==> config.mk <==
export PLATFORM = sky130hd
export DESIGN_NAME = cbc_cmd_queue
export DESIGN_NICKNAME = d
export VERILOG_FILES = /design/src/hw/rtl/cartridge_bank_controller_assert.svh /design/src/hw/rtl/cbc_pkg.sv /design/src/hw/rtl/cbc_cmd_queue.sv
export SDC_FILE = /design/constraint.sdc
export NUM_CORES = 1
export LEC_CHECK = 0
export BUFFER_PORTS_ARGS = -buffer_cell sky130_fd_sc_hd__buf_2
export CAP_MARGIN = 40
export CORE_ASPECT_RATIO = 1.2
export CORE_UTILIZATION = 49
export DETAILED_ROUTE_END_ITERATION = 8
export GPL_TIMING_DRIVEN = 0
export PLACE_DENSITY = 0.85
export RECOVER_POWER = 25
export SKIP_CTS_REPAIR_TIMING = 1
export SYNTH_ARGS = -nofsm -noshare
export SYNTH_HDL_FRONTEND = slang
export SYNTH_SLANG_ARGS = --single-unit
==> constraint.sdc <==
create_clock -name clk -period 1.7 [get_ports clk]
set_clock_uncertainty 0.1 [all_clocks]
set_input_delay 0.085 -clock clk [delete_from_list [all_inputs] [get_ports clk]]
set_output_delay 0.085 -clock clk [all_outputs]
set_load 0.02 [all_outputs]
==> src/hw/rtl/cartridge_bank_controller_assert.svh <==
// ----------------------------------------------------------------------------
// Bank controller assertion macros
// Shared property forms for the bank controller checks; clk and rst_n are
// taken from the scope that uses them.
// ----------------------------------------------------------------------------
`ifndef CARTRIDGE_BANK_CONTROLLER_ASSERT_SVH
`define CARTRIDGE_BANK_CONTROLLER_ASSERT_SVH

// Flag a condition that must never hold outside reset
`define CBC_ASSERT_NEVER(lbl, expr, msg) \
  lbl: assert property (@(posedge clk) disable iff (!rst_n) !(expr)) else $error(msg);

// Require a consequence in the same cycle as its cause
`define CBC_ASSERT_IMPLY(lbl, cause, effect, msg) \
  lbl: assert property (@(posedge clk) disable iff (!rst_n) (cause) |-> (effect)) \
    else $error(msg);

`endif

==> src/hw/rtl/cbc_pkg.sv <==
// ----------------------------------------------------------------------------
// Bank controller package
// Types, register indexes, route and region codes shared by the controller.
// ----------------------------------------------------------------------------
package cbc_pkg;

  // Configuration port
  localparam int CFG_DATA_W = 9;
  localparam int CFG_IDX_W  = 2;

  localparam logic [CFG_IDX_W-1:0] CFG_RAM_PRESENT   = 2'd0;
  localparam logic [CFG_IDX_W-1:0] CFG_ROM_BANK_MASK = 2'd1;
  localparam logic [CFG_IDX_W-1:0] CFG_RAM_BANK_MASK = 2'd2;

  // Result routes
  localparam logic [1:0] ROUTE_DATA = 2'd0;
  localparam logic [1:0] ROUTE_ROM  = 2'd1;
  localparam logic [1:0] ROUTE_SYS  = 2'd2;
  localparam logic [1:0] ROUTE_DONE = 2'd3;

  // Address regions, by the top three address bits
  localparam logic [2:0] REGION_RAM_EN  = 3'd0; // 0x0000-0x1FFF
  localparam logic [2:0] REGION_ROM_SEL = 3'd1; // 0x2000-0x3FFF
  localparam logic [2:0] REGION_RAM_SEL = 3'd2; // 0x4000-0x5FFF
  localparam logic [2:0] REGION_UNUSED  = 3'd3; // 0x6000-0x7FFF
  localparam logic [2:0] REGION_EXT_RAM = 3'd5; // 0xA000-0xBFFF

  localparam logic [3:0] RAM_EN_KEY = 4'hA;
  localparam logic [7:0] RAM_ERASED = 8'hFF;

  // Queue depths
  localparam int CMDQ_DEPTH = 2;
  localparam int OUT_DEPTH  = 4;

  // Classified access handed from front to back
  typedef struct packed {
    logic [1:0]  route;
    logic [22:0] ext_address;
    logic        rd_en;
    logic        wr_en;
    logic [7:0]  wdata;
  } cbc_cmd_t;

  // Result transaction
  typedef struct packed {
    logic [1:0]  route;
    logic [7:0]  read_data;
    logic [22:0] ext_address;
  } cbc_res_t;

  // Back-end status seen by the top level
  typedef struct packed {
    logic clearing;
    logic issue;
  } cbc_stat_t;

endpackage

==> src/hw/rtl/cbc_cmd_queue.sv <==
// ----------------------------------------------------------------------------
// Bank controller command queue
// Short first-in first-out buffer between the front and back ends.
// ----------------------------------------------------------------------------
module cbc_cmd_queue
  import cbc_pkg::*;
#(
  parameter int W = 8
) (
  input  logic         clk,
  input  logic         rst_n,
  input  logic         push,
  input  logic [W-1:0] data_in,
  output logic         full,
  input  logic         pop,
  output logic [W-1:0] data_out,
  output logic         empty
);

  localparam int PW = $clog2(CMDQ_DEPTH);
  localparam int CW = $clog2(CMDQ_DEPTH + 1);

  logic [W-1:0]  slot_r [CMDQ_DEPTH];
  logic [PW-1:0] wr_ptr_r, wr_ptr_nxt;
  logic [PW-1:0] rd_ptr_r, rd_ptr_nxt;
  logic [CW-1:0] cnt_r,    cnt_nxt;
  logic          do_push, do_pop;

  assign full     = (cnt_r == CW'(CMDQ_DEPTH));
  assign empty    = (cnt_r == '0);
  assign do_push  = push && !full;
  assign do_pop   = pop && !empty;
  assign data_out = slot_r[rd_ptr_r];

  // Advance pointers and occupancy
  always_comb begin
    wr_ptr_nxt = wr_ptr_r;
    rd_ptr_nxt = rd_ptr_r;
    cnt_nxt    = cnt_r;
    if (do_push) wr_ptr_nxt = (wr_ptr_r == PW'(CMDQ_DEPTH - 1)) ? '0 : wr_ptr_r + 1'b1;
    if (do_pop)  rd_ptr_nxt = (rd_ptr_r == PW'(CMDQ_DEPTH - 1)) ? '0 : rd_ptr_r + 1'b1;
    if (do_push && !do_pop)      cnt_nxt = cnt_r + 1'b1;
    else if (!do_push && do_pop) cnt_nxt = cnt_r - 1'b1;
  end

  always_ff @(posedge clk) begin
    if (!rst_n) begin
      wr_ptr_r <= '0;
      rd_ptr_r <= '0;
      cnt_r    <= '0;
    end else begin
      wr_ptr_r <= wr_ptr_nxt;
      rd_ptr_r <= rd_ptr_nxt;
      cnt_r    <= cnt_nxt;
    end
  end

  // Hold the payload
  always_ff @(posedge clk) begin
    if (do_push) slot_r[wr_ptr_r] <= data_in;
  end

endmodule

# Word level (Yosys, flattened, before mapping)

Memories as Yosys holds them, arrays and structs flattened. A register that Yosys moved wholly into a read port is not among the register bits.
Index checks and enable logic that the tools add are counted.

Output and inout port bits: 10
Memories kept: 1
Word-level logic and storage cells: 27
RAM bits: 16
Flip-flop bits (word level): 4
Input port bits: 12

Multiplexer cells: 8
Reduce and logical (&&, ||, !) cells: 10
Equality and inequality tests: 1
$add $sub $neg: 4

Memories:

| name   | words | width | read ports | clocked after Yosys merged registers in | write ports | line                | text |
|---|---|---|---|---|---|---|---|
| slot_r | 2     | 8     | 1          | 1                                       | 1           | cbc_cmd_queue.sv:23 | `logic [W-1:0] slot_r [CMDQ_DEPTH];` |

Operators by type and width:

| kind                                             | number |
|---|---|
| 2-to-1 mux 1 bit                                 | 6 |
| logical AND 1 bit                                | 4 |
| zero test 1 bit                                  | 4 |
| 2-to-1 mux 2 bit                                 | 2 |
| adder 1 bit, second input constant               | 2 |
| adder 2 x 1 -> 2 bit, second input constant      | 1 |
| == test 2 bit, second input constant             | 1 |
| zero test 2 bit                                  | 1 |
| nonzero test 2 bit                               | 1 |
| subtractor 2 x 1 -> 2 bit, second input constant | 1 |

# Longest topological paths before layout

Depth in word-level cells: 7
Depth in mapped cells: 7
Depth with buffers taken out: 7

# Worst setup path after synthesis

No wires, ideal clock.

Path kind: register to register
From: reg cnt_r[0]
To: reg cnt_r[1]
Cell stages (with the launch flop): 7
Arrival time: 1,444 ps
Required time: 1,530 ps
Setup slack: 86 ps
Cells stage by stage: dfxtp_1 -> nand2b_1 -> inv_2 -> nor2_1 -> ha_1 -> or3_1 -> a21boi_1

Longest elaborated chain between the ends: 6
Elaborated cells on any way between the ends: 15

RTL lines:

| item                         | line                | text |
|---|---|---|
| start: declaration           | cbc_cmd_queue.sv:26 | `logic [CW-1:0] cnt_r, cnt_nxt;` |
| start signal: assignment     | cbc_cmd_queue.sv:54 | `cnt_r <= cnt_nxt;` |
| == test 2 bit (*)            | cbc_cmd_queue.sv:29 | `assign full = (cnt_r == CW'(CMDQ_DEPTH));` |
| named net full               | cbc_cmd_queue.sv:14 | `output logic full,` |
| zero test 1 bit (*)          | cbc_cmd_queue.sv:31 | `assign do_push = push && !full;` |
| logical AND 1 bit (*)        | cbc_cmd_queue.sv:31 |  |
| zero test 1 bit              | cbc_cmd_queue.sv:43 | `else if (!do_push && do_pop) cnt_nxt = cnt_r - 1'b1;` |
| logical AND 1 bit            | cbc_cmd_queue.sv:43 |  |
| nonzero test 2 bit (no line) | -                   |  |

The timed path passes the listed nets; every way through them passes the cells marked *. The select of a mux whose other input is x is not followed.
A chain may end at the register's enable or synchronous reset.

# Worst setup path in the final report

From: reg cnt_r[0]
To: reg cnt_r[1]

Longest elaborated chain between the ends: 6
Elaborated cells on any way between the ends: 15

RTL lines:

| item                                                                    | line |
|---|---|
| == test 2 bit / zero test 2 bit (equally long branches)                 | cbc_cmd_queue.sv:29, cbc_cmd_queue.sv:30 |
| zero test 1 bit, on equally long branches                               | cbc_cmd_queue.sv:31, cbc_cmd_queue.sv:32 |
| logical AND 1 bit, on equally long branches                             | cbc_cmd_queue.sv:31, cbc_cmd_queue.sv:32 |
| zero test 1 bit, on equally long branches                               | cbc_cmd_queue.sv:43, cbc_cmd_queue.sv:42 |
| logical AND 1 bit, on equally long branches                             | cbc_cmd_queue.sv:43, cbc_cmd_queue.sv:42 |
| nonzero test 2 bit (no line) / 2-to-1 mux 2 bit (equally long branches) | - |

Several ways; a longest one is shown, not always the timed one. The select of a mux whose other input is x is not followed.

==> flow_summary.yaml <==
final_layout:
  fin_area_um2: 1060
  finalNetCount: 99
  diodes: 0
  syn_to_final_growth_pct: 31.4
  final_cell_count_no_fill: 102
  drive_gt1_share_pct: 37.6
  post-route-util_pct: 71.7
power:
  pwr-share-seq_pct: 47.3
  p_sw_share_pct: 32.7
  intPower_mw: 1.01
  pwr-share-comb_pct: 37.3
  p_sw_mw: 0.490
  p_leak_nw: 0.416
  p_clk_share_pct: 15.4
  p_per_area_nw_per_um2: 1410
  vdd_drop_max_mv: 0.877
critical_path:
  critical_path.slowest_cell: "dfxtp_4"
  end_kind: "register"
  slowest_delay_ps: 370
  crit_type: "register to register"
  required_ps: 1840
  worstPathCellList: "nand2b_1, inv_2, nor2_1, ha_1, or3_1, a21boi_1"
  cp-start-kind: "register"
  arrival_ps: 1740
  worstPathMaxFanout: 5
die:
  rows: 15
  ioPinCount: 22
  core_um2: 1480
  die_x_um: 39.1
  initial_core_util_pct: 54.6
  die_h_um: 46.5
  die_area_um2: 1820
grt:
  grt_pass1_vias: 434
  grt_max_degree: 12
  grt.overflow.total: 0
  grt_antenna_before_repair: 0
  grt_pass1_wl_mm: 1.92
  track_usage_pct: 16.5
logic_synthesis:
  syn-instance-count: 50
  syn_nets: 63
  synth-seq-cells: 21
  seq_area_frac_synth_pct: 71.7
  syn_avg_cell_area_um2: 16.2
  synth_cell_type_count: 20
  yosys_warnings: 0
  netlist_area_um2: 810
sta:
  rsz0062_at_grt: "false"
  slew_headroom_pct: 68.8
  fmax_ghz: 0.624
  finalCriticalPeriod_ps: 1600
  hold_viol_final: 0
  slew_viol_final: 0
  finalSetupViolCount: 0
  tightest_slew_ps: 467
  finalCritPeriodShare_pct: 94.3
drt:
  wl_per_cell_um: 13.6
  drcViolationCount: 0
  vias_per_cell: 4.93
  final_antenna_net_count: 0
  initialDrtViolationCount: 12
  drt_pass1_iterations: 4
  drt-total-wl_mm: 1.39
  vias: 503
placed_design:
  place_congestion: 0.640
  port_buffers: 21
  dp.cells: 88
  hpwl_um: 967
  placed_area_um2: 936
cts:
  path_clk_slew_ps: 110
  htree_levels: 1
  numCtsBuffers: 3
  cts_sinks: 21
  tritoncts: "built"
  insertion_delay_ps: 290
  root_buffer: "clkbuf_4"
  cts_buffer_depth: 2
job:
  drv_cap: 0
status:
  status: "complete, no violations"
min_path:
  holdCritPathClass: "input pin to register"
-- power by group through the flow --
| stage | Clock (mW) | Sequential (mW) | Combinational, mW |
|---|---|---|---|
| 4_1_cts | 0.230 | 0.704 | 0.532 |
| 3_5_place_dp | 0 | 0.716 | 0.529 |
| 5_1_grt | 0.254 | 0.720 | 0.604 |
| 6_report | 0.231 | 0.709 | 0.559 |
| 2_1_floorplan | 0 | 0.700 | 0.393 |
| 3_3_place_gp | 0 | 0.706 | 0.510 |
-- Yosys cell counts --
library cell	instances	area (um2)
edfxtp_1	16	480
mux2_2	8	90.1
dfxtp_1	5	100
and2_1	3	18.8
nor2_1	2	7.51
xnor2_1	2	17.5
a21boi_0	1	7.51
a21boi_1	1	7.51
and3_1	1	6.26
buf_2	1	5.00
ha_1	1	12.5
inv_1	1	3.75
inv_2	1	3.75
nand2b_1	1	6.26
nor3_2	1	10.0
o21a_1	1	7.51
o21ai_0	1	5.00
o21ai_1	1	5.00
or3_1	1	6.26
xor2_1	1	8.76
-- path summary, 6_finish.rpt --
path,startpoint,slack [ps],cells past startpoint,to
worst min register to register,cnt_r[1]$_SDFFE_PN0P_,430,2,cnt_r[1]$_SDFFE_PN0P_
worst min-delay path,push,40,3,wr_ptr_r$_SDFFE_PN0N_
worst max-delay path,cnt_r[0]$_SDFFE_PN0P_,100,6,cnt_r[1]$_SDFFE_PN0P_
worst max register to register,cnt_r[0]$_SDFFE_PN0P_,100,6,cnt_r[1]$_SDFFE_PN0P_
-- layout by cell type (no fill, tap or decap), drive strengths merged, types with 3 or more instances in the layout --
cell type / netlist / routed
dlygate4sd3: 0 / 9
edfxtp: 16 / 16
and2: 3 / 3
mux2: 8 / 8
dfxtp: 5 / 5
buf: 1 / 18
clkbuf: 0 / 9
-- cell families (layout without fill, tap and decap cells) --
family / after synthesis / in the layout / synth area share, %
buffers and inverters: 3 / 38 / 1.54
AO/OA/AOI/OAI: 5 / 5 / 4.02
adder cells (fa/ha/maj): 1 / 1 / 1.55
multiplexers: 8 / 8 / 11.1
XOR/XNOR: 3 / 3 / 3.25
AND/OR/NAND/NOR: 9 / 9 / 6.80
flip-flops: 21 / 21 / 71.7
-- flip-flops by register name, summed over array words and instances, names as in the netlist, named ones only --
signal / cells
rd_ptr_r: 1
slot_r: 16
cnt_r: 2
wr_ptr_r: 1
-- worst max-delay path, delay by kind of cell, from the launching register on --
family          cells  cell delay [ps]
fa+ha+maj           1              310
buf+inv             1               70
compound gates      1              130
flops               1              370
simple gates        3              570
-- metrics by stage --
stage | power [mW] | hold slack (ps) | setup WS, ps | TNS, ps
5_1_grt | 1.58 | 63.2 | 19.2 | 0
4_1_cts | 1.47 | -131 | -4.03 | -24.7
6_report | 1.50 | 40.7 | 97.5 | 0
3_5_place_dp | 1.24 | 178 | 9.37 | 0
3_3_place_gp | 1.22 | 173 | 68.1 | 0
2_1_floorplan | 1.09 | 83.9 | 86.2 | 0
-- cell type report --
cell class | count | area, um2
plain buffers | 1 | 5.00
clock buffers | 4 | 26.3
fillers | 111 | 419
inverters | 2 | 7.51
multi-input cells | 26 | 223
flip-flops and latches | 21 | 584
well taps | 17 | 21.3
repair buffers | 31 | 196
-- routing by layer --
| metal | track usage, % | wire length (um) |
|---|---|---|
| met4 | 8.28 | 21 |
| met1 | 18.9 | 599 |
| met2 | 29.0 | 723 |
| met3 | 2.90 | 44 |
| met5 | 0 | 0 |
Note: power is estimated with default switching activity, not from simulation.
