File: config.mk
export PLATFORM = sky130hd
export DESIGN_NAME = cbc_front
export DESIGN_NICKNAME = d
export VERILOG_FILES = /design/src/hw/rtl/cartridge_bank_controller_assert.svh /design/src/hw/rtl/cbc_pkg.sv /design/src/hw/rtl/cbc_front.sv
export SDC_FILE = /design/constraint.sdc
export NUM_CORES = 1
export LEC_CHECK = 0
export BUFFER_PORTS_ARGS = -buffer_cell sky130_fd_sc_hd__buf_2
export CAP_MARGIN = 30
export CORE_ASPECT_RATIO = 0.6
export CORE_MARGIN = 2
export CORE_UTILIZATION = 35
export DETAILED_ROUTE_END_ITERATION = 8
export GPL_TIMING_DRIVEN = 0
export PLACE_DENSITY = 0.69
export SETUP_SLACK_MARGIN = 0.02
export SYNTH_ARGS = -nofsm -noshare
export SYNTH_HDL_FRONTEND = slang
export SYNTH_SLANG_ARGS = --single-unit
File: constraint.sdc
create_clock -name clk -period 2.3 [get_ports clk]
set_input_delay 0.115 -clock clk [delete_from_list [all_inputs] [get_ports clk]]
set_output_delay 0.115 -clock clk [all_outputs]
set_load 0.01 [all_outputs]
File: src/hw/rtl/cartridge_bank_controller_assert.svh
// ----------------------------------------------------------------------------
// Bank controller assertion macros
// Shared property forms for the bank controller checks; clk and rst_n are
// taken from the scope that uses them.
// ----------------------------------------------------------------------------
`ifndef CARTRIDGE_BANK_CONTROLLER_ASSERT_SVH
`define CARTRIDGE_BANK_CONTROLLER_ASSERT_SVH

// Flag a condition that must never hold outside reset
`define CBC_ASSERT_NEVER(lbl, expr, msg) \
  lbl: assert property (@(posedge clk) disable iff (!rst_n) !(expr)) else $error(msg);

// Require a consequence in the same cycle as its cause
`define CBC_ASSERT_IMPLY(lbl, cause, effect, msg) \
  lbl: assert property (@(posedge clk) disable iff (!rst_n) (cause) |-> (effect)) \
    else $error(msg);

`endif

File: src/hw/rtl/cbc_pkg.sv
// ----------------------------------------------------------------------------
// Bank controller package
// Types, register indexes, route and region codes shared by the controller.
// ----------------------------------------------------------------------------
package cbc_pkg;

  // Configuration port
  localparam int CFG_DATA_W = 9;
  localparam int CFG_IDX_W  = 2;

  localparam logic [CFG_IDX_W-1:0] CFG_RAM_PRESENT   = 2'd0;
  localparam logic [CFG_IDX_W-1:0] CFG_ROM_BANK_MASK = 2'd1;
  localparam logic [CFG_IDX_W-1:0] CFG_RAM_BANK_MASK = 2'd2;

  // Result routes
  localparam logic [1:0] ROUTE_DATA = 2'd0;
  localparam logic [1:0] ROUTE_ROM  = 2'd1;
  localparam logic [1:0] ROUTE_SYS  = 2'd2;
  localparam logic [1:0] ROUTE_DONE = 2'd3;

  // Address regions, by the top three address bits
  localparam logic [2:0] REGION_RAM_EN  = 3'd0; // 0x0000-0x1FFF
  localparam logic [2:0] REGION_ROM_SEL = 3'd1; // 0x2000-0x3FFF
  localparam logic [2:0] REGION_RAM_SEL = 3'd2; // 0x4000-0x5FFF
  localparam logic [2:0] REGION_UNUSED  = 3'd3; // 0x6000-0x7FFF
  localparam logic [2:0] REGION_EXT_RAM = 3'd5; // 0xA000-0xBFFF

  localparam logic [3:0] RAM_EN_KEY = 4'hA;
  localparam logic [7:0] RAM_ERASED = 8'hFF;

  // Queue depths
  localparam int CMDQ_DEPTH = 2;
  localparam int OUT_DEPTH  = 4;

  // Classified access handed from front to back
  typedef struct packed {
    logic [1:0]  route;
    logic [22:0] ext_address;
    logic        rd_en;
    logic        wr_en;
    logic [7:0]  wdata;
  } cbc_cmd_t;

  // Result transaction
  typedef struct packed {
    logic [1:0]  route;
    logic [7:0]  read_data;
    logic [22:0] ext_address;
  } cbc_res_t;

  // Back-end status seen by the top level
  typedef struct packed {
    logic clearing;
    logic issue;
  } cbc_stat_t;

endpackage

File: src/hw/rtl/cbc_front.sv
// ----------------------------------------------------------------------------
// Bank controller front end
// Holds configuration and bank registers, decodes each access and issues a
// classified command towards the back end.
// ----------------------------------------------------------------------------
module cbc_front
  import cbc_pkg::*;
#(
  parameter int RAM_BYTES     = 131072,
  parameter int ROM_BANK_BITS = 9,
  localparam int AW           = $clog2(RAM_BYTES)
) (
  input  logic                  clk,
  input  logic                  rst_n,
  input  logic                  cfg_we,
  input  logic [CFG_IDX_W-1:0]  cfg_index,
  input  logic [CFG_DATA_W-1:0] cfg_data,
  input  logic                  in_push,
  output logic                  in_full,
  input  logic                  in_req_type,
  input  logic [15:0]           in_address,
  input  logic [7:0]            in_write_data,
  input  logic                  stall,
  output logic                  q_push,
  output cbc_cmd_t              q_cmd,
  output logic [AW-1:0]         q_idx
);

  logic                     ram_present_r,   ram_present_nxt;
  logic [8:0]               rom_bank_mask_r, rom_bank_mask_nxt;
  logic [3:0]               ram_bank_mask_r, ram_bank_mask_nxt;
  logic                     ram_enabled_r,   ram_enabled_nxt;
  logic [ROM_BANK_BITS-1:0] rom_bank_r,      rom_bank_nxt;
  logic                     rom_bank_high_r, rom_bank_high_nxt;
  logic [3:0]               ram_bank_r,      ram_bank_nxt;

  logic                     accept;
  logic [2:0]               region;
  logic [8:0]               rom_bank_wide;
  logic [8:0]               rom_cand;

  assign accept  = in_push && !in_full;
  assign in_full = stall;
  assign q_push  = accept;
  assign region  = in_address[15:13];
  assign rom_bank_wide = 9'(rom_bank_r);

  // Configuration writes
  always_comb begin
    ram_present_nxt   = ram_present_r;
    rom_bank_mask_nxt = rom_bank_mask_r;
    ram_bank_mask_nxt = ram_bank_mask_r;
    if (cfg_we) begin
      unique case (cfg_index)
        CFG_RAM_PRESENT:   ram_present_nxt   = cfg_data[0];
        CFG_ROM_BANK_MASK: rom_bank_mask_nxt = cfg_data;
        CFG_RAM_BANK_MASK: ram_bank_mask_nxt = cfg_data[3:0];
        default: ;
      endcase
    end
  end

  // Bank register updates on control writes
  always_comb begin
    ram_enabled_nxt   = ram_enabled_r;
    rom_bank_nxt      = rom_bank_r;
    rom_bank_high_nxt = rom_bank_high_r;
    ram_bank_nxt      = ram_bank_r;
    rom_cand          = {rom_bank_high_r, in_write_data};
    if (accept && in_req_type) begin
      unique case (region)
        REGION_RAM_EN: begin
          if (ram_present_r) ram_enabled_nxt = (in_write_data[3:0] == RAM_EN_KEY);
        end
        REGION_ROM_SEL: begin
          if (!in_address[12]) begin
            rom_cand = {rom_bank_high_r, in_write_data};
          end else begin
            rom_bank_high_nxt = in_write_data[0];
            rom_cand          = {in_write_data[0], rom_bank_wide[7:0]};
          end
          rom_bank_nxt = rom_cand[ROM_BANK_BITS-1:0] & rom_bank_mask_r[ROM_BANK_BITS-1:0];
        end
        REGION_RAM_SEL: ram_bank_nxt = in_write_data[3:0] & ram_bank_mask_r;
        default: ;
      endcase
    end
  end

  // Banked RAM index, reduced modulo the RAM size by conditional subtraction
  always_comb begin
    logic [17:0] v;
    v = {1'b0, ram_bank_r, in_address[12:0]};
    for (int k = 3; k >= 0; k--) begin
      if (v >= (18'(RAM_BYTES) << k)) v = v - (18'(RAM_BYTES) << k);
    end
    q_idx = v[AW-1:0];
  end

  // Classify the access
  always_comb begin
    q_cmd             = '0;
    q_cmd.route       = ROUTE_SYS;
    q_cmd.ext_address = 23'(in_address);
    q_cmd.wdata       = in_write_data;
    if (!in_req_type) begin
      unique case (region)
        REGION_RAM_SEL, REGION_UNUSED: begin
          q_cmd.route       = ROUTE_ROM;
          q_cmd.ext_address = {rom_bank_wide, in_address[13:0]};
        end
        REGION_EXT_RAM: begin
          q_cmd.route       = ROUTE_DATA;
          q_cmd.ext_address = '0;
          q_cmd.rd_en       = ram_enabled_r;
        end
        default: ;
      endcase
    end else begin
      unique case (region)
        REGION_RAM_EN, REGION_ROM_SEL, REGION_RAM_SEL, REGION_UNUSED: begin
          q_cmd.route       = ROUTE_DONE;
          q_cmd.ext_address = '0;
        end
        REGION_EXT_RAM: begin
          q_cmd.route       = ROUTE_DONE;
          q_cmd.ext_address = '0;
          q_cmd.wr_en       = ram_enabled_r;
        end
        default: ;
      endcase
    end
  end

  always_ff @(posedge clk) begin
    if (!rst_n) begin
      ram_present_r   <= 1'b0;
      rom_bank_mask_r <= 9'h1FF;
      ram_bank_mask_r <= 4'hF;
      ram_enabled_r   <= 1'b0;
      rom_bank_r      <= ROM_BANK_BITS'(1);
      rom_bank_high_r <= 1'b0;
      ram_bank_r      <= 4'h0;
    end else begin
      ram_present_r   <= ram_present_nxt;
      rom_bank_mask_r <= rom_bank_mask_nxt;
      ram_bank_mask_r <= ram_bank_mask_nxt;
      ram_enabled_r   <= ram_enabled_nxt;
      rom_bank_r      <= rom_bank_nxt;
      rom_bank_high_r <= rom_bank_high_nxt;
      ram_bank_r      <= ram_bank_nxt;
    end
  end

endmodule

# After elaboration in Yosys (flattened, before gate mapping)
# Cells that the tools add are included.
[op_classes] n_bitwise=2 addsub=1 n_eq_ne=7 n_reduce_logical=14 order_cmp=1 muxes=10
[op_table] op="one-hot mux 25 bit (2 select lines)" n=1
[op_table] op="two-way mux 9 bit" n=3
[op_table] op="two-way mux 25 bit" n=1
[op_table] op="two-way mux 24 bit" n=1
[op_table] op=">= comparator 17 x 18 -> 1 bit, second input constant" n=1
[op_table] op="two-way mux 17 bit" n=1
[op_table] op="subtractor 17 x 1 -> 17 bit, second input constant" n=1
[op_table] op="AND reduction 2 bit" n=5
[op_table] op="bitwise AND 9 bit" n=1
[op_table] op="== test 3 x 2 -> 1 bit, second input constant" n=2
[op_table] op="AND reduction 3 bit" n=2
[op_table] op="OR reduction 5 bit" n=1
[op_table] op="bitwise AND 4 bit" n=1
[op_table] op="== test 4 bit, second input constant" n=1
[op_table] op="== test 3 x 1 -> 1 bit, second input constant" n=1
[op_table] op="== test 3 bit, second input constant" n=1
[op_table] op="zero test 3 bit" n=1
[op_table] op="two-way mux 1 bit" n=3
[op_table] op="== test 2 x 1 -> 1 bit, second input constant" n=1
[op_table] op="== test 2 bit, second input constant" n=1
[op_table] op="logical AND 1 bit" n=2
[op_table] op="zero test 2 bit" n=1
[op_table] op="OR reduction 2 bit" n=1
[op_table] op="zero test 1 bit" n=1
[totals] wordCells=42 out_inout_bits=54 regBits=29 inputBits=41

# Depth between registers and ports, before layout
# Gate-level depths: netlist of run 1.
[depth] ltp_word=5 depth_mapped=5

# Worst setup path before layout of run 1
# No wires, ideal clock.
[synth_timing] kind="input to register" start="input port in_req_type" end="register ram_enabled_r" path_buffers=1 t_required_ns=2.230 arrival_time_ns=1.237 path_stages=4 setup_slack_ns=0.993 path_cell_list="buf_6 -> or3b_4 -> or4b_1 -> a21boi_1"
[synth_via] elab_chain_len=2
[synth_lines] element="start: declaration" line_no="cbc_front.sv:20" source="input logic in_req_type,"
[synth_lines] element="logical AND 1 bit" line_no="cbc_front.sv:70" source="if (accept && in_req_type) begin"
[synth_lines] element="AND reduction 3 bit (no line)"
[synth_lines] element="end signal: assignment" line_no="cbc_front.sv:148" source="ram_enabled_r <= ram_enabled_nxt;"
[synth_lines] element="end: declaration" line_no="cbc_front.sv:32" source="logic ram_enabled_r, ram_enabled_nxt;"
# Every way passes these cells.
# A chain may end at the register's enable or synchronous reset.

==> metrics.yaml, run 1 <==
grt_overflow: 0
grt_pass1_wl_mm: 7.86
whs_ns: 0.0400
syn_nets: 255
drt-total-wl_mm: 5.13
first_pass_iters: 4
cp_max_fo: 10
power.density_nw_per_um2: 540
ys_seq_area_share_pct: 33.6
drt_iter0_drc: 99
synth_area_leader_cell: "dfxtp_1"
grt_max_degree: 11
cts_resized: 0
insertion_delay_ns: 0.28
ctsHoldBuffers: 0
max_freq_ghz: 0.606
drive_gt1_share_pct: 40.4
syn_to_final_growth_pct: 37.5
syn_area_um2: 1730
cts_max_path_buffers: 2
place_area_um2: 2270
synth.avg_cell_area_um2: 8.07
via_per_inst: 4.83
dieArea_um2: 5530
cts_setup_buffers: 0
numCtsBuffers: 5
maxSlewHeadroom_pct: 51.2
rows: 19
crit_start: "in_address[15]"
p_leak_nw: 1.16
antenna_found_initial: 0
final.setup.worst_slack_ns: 0.651
fp.dieH_um: 58.4
grt_pass1_vias: 1573
dp.cells: 370
cts_tree: "yes"
root_buffer: "clkbuf_8"
final.setup_skew_ns: 0.00203
drc_errors: 0
dp_slack_ns: 0.640
worstSetupPathType: "input port to output port"
hold_viol_final: 0
htree_levels: 2
finalPower_mw: 1.28
drv_cap: 0
worstHoldPathType: "input port to register"
antenna_cells: 0
yosys.cell_types.count: 38
hp-start: "cfg_data[4]"
ys_warn_count: 0
synth-seq-cells: 29
gp_congestion: 0.811
period_needed_ns: 1.65
startpoint_type: "input port"
fin_nets: 355
r2r-start: "ram_present_r"
start_util_pct: 37.1
tightest_slew_ns: 0.730
cts.sinks: 29
ios: 95
final_common_cell: "buf_2"
syn_inst: 214
required_ns: 2.18
yosysTopAreaCellShare_pct: 33.6
final_antenna_net_count: 0
arrival_ns: 1.53
status: "complete, no violations"
crit_path_end_kind: "output port"
setup-violations-final: 0
fin_area_um2: 2380
dpl.hpwl_mm: 4.12
grt_util_all_layers_pct: 18.6
fin_crit_sh_pct: 71.7
clkTransAtPathRegs_ns: 0.06
drv_slew: 0
io_buffers: 93
tns_ns: 0
die_x_um: 94.7
ys_top_cells_by_area: "dfxtp_1 (34%), buf_4 (9.6%), and2_1 (8.3%)"
core_area_um2: 4660
wire_per_inst_um: 13.6
fin_util_pct: 51.0
rsz0062_at_grt: "no"
mostFrequentLayoutCells: "buf_2 (94), nand2_1 (35), dfxtp_1 (29)"
via_count: 1822
stdcell_count: 377
irDropWorstVdd_v: 0.000361
==> path summary, 6_finish.rpt <==
kind              slack [ns]  depth (start not counted)            endpoint
setup / recovery        0.65                          6           q_cmd[20]
hold / removal          0.04                          3  rom_bank_mask_r[4]
setup reg to reg        1.09                          3       ram_enabled_r
hold reg to reg         0.47                          2       rom_bank_r[7]
==> state kept, by name, summed over array words and instances, names as in the netlist <==
signal           cells
rom_bank_mask_r      9
rom_bank_r           9
ram_bank_mask_r      4
ram_bank_r           4
ram_enabled_r        1
ram_present_r        1
rom_bank_high_r      1
==> power by group <==
part | switching (mW) | internal (mW)
clock | 0.190 | 0.314
combinational | 0.129 | 0.121
sequential | 0.0119 | 0.515
==> layout make-up <==
class / count / area (um2)
plain buffers: 34 / 219
clock buffers: 5 / 68.8
clock inverters: 2 / 35.0
fillers: 473 / 2280
inverters: 1 / 3.75
multi-input cells: 150 / 925
flip-flops and latches: 29 / 581
well taps: 63 / 78.8
repair buffers: 93 / 465
==> routing by layer <==
layer | vias up | wire, um | track usage [%]
met5 | - | 0 | 0
met4 | 0 | 34 | 4.55
met3 | 5 | 396 | 5.51
met2 | 59 | 2090 | 24.0
met1 | 827 | 2610 | 29.3
li1 | 931 | - | -
==> cells in the mapped netlist <==
library cell and n:
mux2i_1 6, nor2_1 5, a41o_1 1, a32o_1 1, o311ai_0 1, nor2b_1 4
clkbuf_1 8, a211oi_1 2, o32ai_1 2, o31ai_1 1, nand4bb_1 2, mux2_2 2
a31oi_1 1, a21boi_1 1, o211ai_1 4, buf_1 2, buf_2 1, a21oi_1 2
nor4bb_1 5, buf_6 1, nand3_1 16, inv_1 1, a311o_1 1, or4b_1 1
o21ai_0 7, a21boi_0 5, nor4_1 1, nand3b_1 3, buf_4 22, nand2_1 35
nor3b_1 3, and3_1 1, nand4_1 9, nand2b_1 2, and2_1 23, and3b_1 2
or3b_4 1, dfxtp_1 29
==> cell families after synthesis <==
logic type | after synthesis | share of synthesized area (%)
compound gates | 29 | 11.9
buf+inv | 35 | 12.9
flops | 29 | 33.6
mux | 8 | 4.78
simple gates | 113 | 36.9
==> critical path, cell delays in order <==
cell and delay [ns]:
buf_2 0.10, buf_1 0.37, mux2i_1 0.35, clkbuf_1 0.31, and2_1 0.17, buf_2 0.13
Power figures use the tool's default switching activity.
==> run 2: changes to the inputs <==
Settings changed: PLACE_DENSITY 0.69 to 0.72.
Clock period 2.3 ns to 1.5 ns, I/O delays scaled along.
==> run 2 against run 1 <==
  * Flip-flop and latch count did not move
  * Register-to-register slack worse by 0.81 ns
  * Final cell count increased by 0.80%
  * Critical path depth did not move
  * Clock skew grew 0.0014 ns
  * Hold slack worse by 0.030 ns
  * Setup slack worse by 0.51 ns
  * Largest cell class unchanged
==> metrics.yaml, run 2 (synthesis results as in run 1) <==
ios: 95  # unchanged
drt-total-wl_mm: 5.06  # was 5.13 mm
tightest_slew_ns: 0.627  # was 0.730 ns
place_area_um2: 2270  # unchanged
gp_congestion: 0.833  # was 0.811
cts_tree: "yes"  # unchanged
final.setup_skew_ns: 0.00340  # was 0.00203 ns
final_common_cell: "buf_2"  # unchanged
root_buffer: "clkbuf_8"  # unchanged
required_ns: 1.42  # was 2.18 ns
syn_to_final_growth_pct: 40.4  # was 37.5%
grt_util_all_layers_pct: 18.9  # was 18.6%
fin_crit_sh_pct: 90.3
reg.largest.list: "rom_bank_mask_r (9), rom_bank_r (9)"  # unchanged
htree_levels: 2  # unchanged
dp_slack_ns: -0.0400  # was 0.640 ns
fin_area_um2: 2430  # was 2380 um2
rrSetupSlack_ns: 0.28  # was 1.09 ns
r2r-start: "ram_present_r"  # unchanged
rsz0062_at_grt: "no"  # unchanged
maxSlewHeadroom_pct: 58.1  # was 51.2%
grt_pass1_wl_mm: 7.99  # was 7.86 mm
drv_slew: 0  # unchanged
worstSetupPathType: "input port to output port"  # unchanged
period_needed_ns: 1.36
startpoint_type: "input port"  # unchanged
first_pass_iters: 4  # unchanged
clkTransAtPathRegs_ns: 0.06  # about the same
setup-violations-final: 0  # unchanged
arrival_ns: 1.28  # was 1.53 ns
irDropWorstVdd_v: 0.000445  # was 0.000361 V
cts_max_path_buffers: 2  # unchanged
drt_iter0_drc: 116  # was 99
max_freq_ghz: 0.738
nFillCells: 476  # was 473
drc_errors: 0  # unchanged
drive_gt1_share_pct: 41.0  # was 40.4%
grt_pass1_vias: 1675  # was 1573
wire_per_inst_um: 13.3  # was 13.6 um
p_leak_nw: 1.18  # was 1.16 nW
crit_start: "in_address[13]"  # was in_address[15]
rows: 19  # unchanged
cts_setup_buffers: 0  # unchanged
hold_viol_final: 0  # unchanged
grt_overflow: 0  # unchanged
antenna_found_initial: 0  # unchanged
fp.dieH_um: 58.4  # unchanged
dieArea_um2: 5530  # unchanged
die_x_um: 94.7  # unchanged
antenna_cells: 0  # unchanged
drv_cap: 0  # unchanged
start_util_pct: 37.1  # unchanged
fin_nets: 357  # was 355
mostFrequentLayoutCells: "buf_2 (94), nand2_1 (35), dfxtp_1 (29)"  # unchanged
dpl.hpwl_mm: 4.06  # was 4.12 mm
grt_max_degree: 14  # was 11
status: "complete, no violations"  # unchanged
io_buffers: 93  # unchanged
cp_max_fo: 10  # unchanged
via_count: 1889  # was 1822
numCtsBuffers: 5  # unchanged
final.setup.worst_slack_ns: 0.145  # was 0.651 ns
hp-start: "cfg_data[5]"  # was cfg_data[4]
crit_path_end_kind: "output port"  # unchanged
final_antenna_net_count: 0  # unchanged
via_per_inst: 4.97  # was 4.83
cts.sinks: 29  # unchanged
power.density_nw_per_um2: 849  # was 540 nW/um2
insertion_delay_ns: 0.29  # was 0.28 ns
worstHoldPathType: "input port to register"  # unchanged
core_area_um2: 4660  # unchanged
## run 2: cell count changes in the layout (fill, tap and decap cells not counted)
cell / delta
clkbuf_1: -1
nor2b_2: +1
clkinv_2: -1
dlygate4sd3_1: +3
clkbuf_8: +1
clkinvlp_4: +1
nor3b_1: -1
nor2b_1: -1
nor3b_2: +1
## run 2: power breakdown
| group | total [mW] | switching [mW] | internal, mW |
|---|---|---|---|
| sequential | 0.808 | 0.0178 | 0.790 |
| clock | 0.863 | 0.323 | 0.539 |
| combinational | 0.389 | 0.197 | 0.191 |
| total | 2.06 | 0.539 | 1.52 |
## run 2: per-layer routing
| layer | GRT usage [%] | part of all wire [%] | up-vias |
|---|---|---|---|
| met5 | 0 | 0 | - |
| met4 | 6.63 | 1.2 | 0 |
| met3 | 4.10 | 9.3 | 7 |
| met1 | 28.9 | 48 | 868 |
| li1 | - | - | 938 |
| met2 | 25.7 | 41 | 76 |
## run 2: cell type report
class | count | area, um2 | share of cell area (%)
Buffer | 33 | 215 | 8.87
Clock inverter | 2 | 37.5 | 1.55
Inverter | 1 | 3.75 | 0.155
Sequential cell | 29 | 581 | 23.9
Timing Repair Buffer | 96 | 495 | 20.4
Clock buffer | 6 | 82.6 | 3.40
Multi-Input combinational cell | 150 | 932 | 38.4
Tap cell | 63 | 78.8 | 3.25
## run 2: worst max-delay path, cell delays in order
cell and delay [ns]:
buf_2 0.17, nor2b_2 0.33, mux2i_1 0.17, buf_1 0.21, and2_1 0.20, buf_2 0.13
## run 2: what timing repair did
| item | 4_1_cts | 5_1_grt |
|---|---|---|
| hold buffers | 3 | 0 |
| hold endpoints to repair | 3 | 0 |
| setup endpoints to repair | 16 | 6 |
| gates resized for setup | 1 | 2 |
## run 2: final timing paths
check	endpoint	depth (start not counted)
hold reg to reg	rom_bank_r[7]	2
hold / removal	rom_bank_mask_r[5]	3
setup reg to reg	ram_enabled_r	3
setup / recovery	q_cmd[21]	6
## run 2: per-stage QoR
stage / util, % / hold WS (ns) / std cells / TNS [ns] / power (mW)
6_report: 52.1 / 0.0100 / 380 / 0 / 2.06
5_1_grt: 52.1 / 0.0138 / 380 / 0 / 2.15
4_1_cts: 52.0 / 0.00208 / 380 / 0 / 2.07
3_5_place_dp: 48.8 / 0.287 / 370 / -0.339 / 1.21
3_3_place_gp: 48.8 / 0.285 / 370 / -0.00198 / 1.20
2_1_floorplan: - / 0.196 / 214 / 0 / 1.03
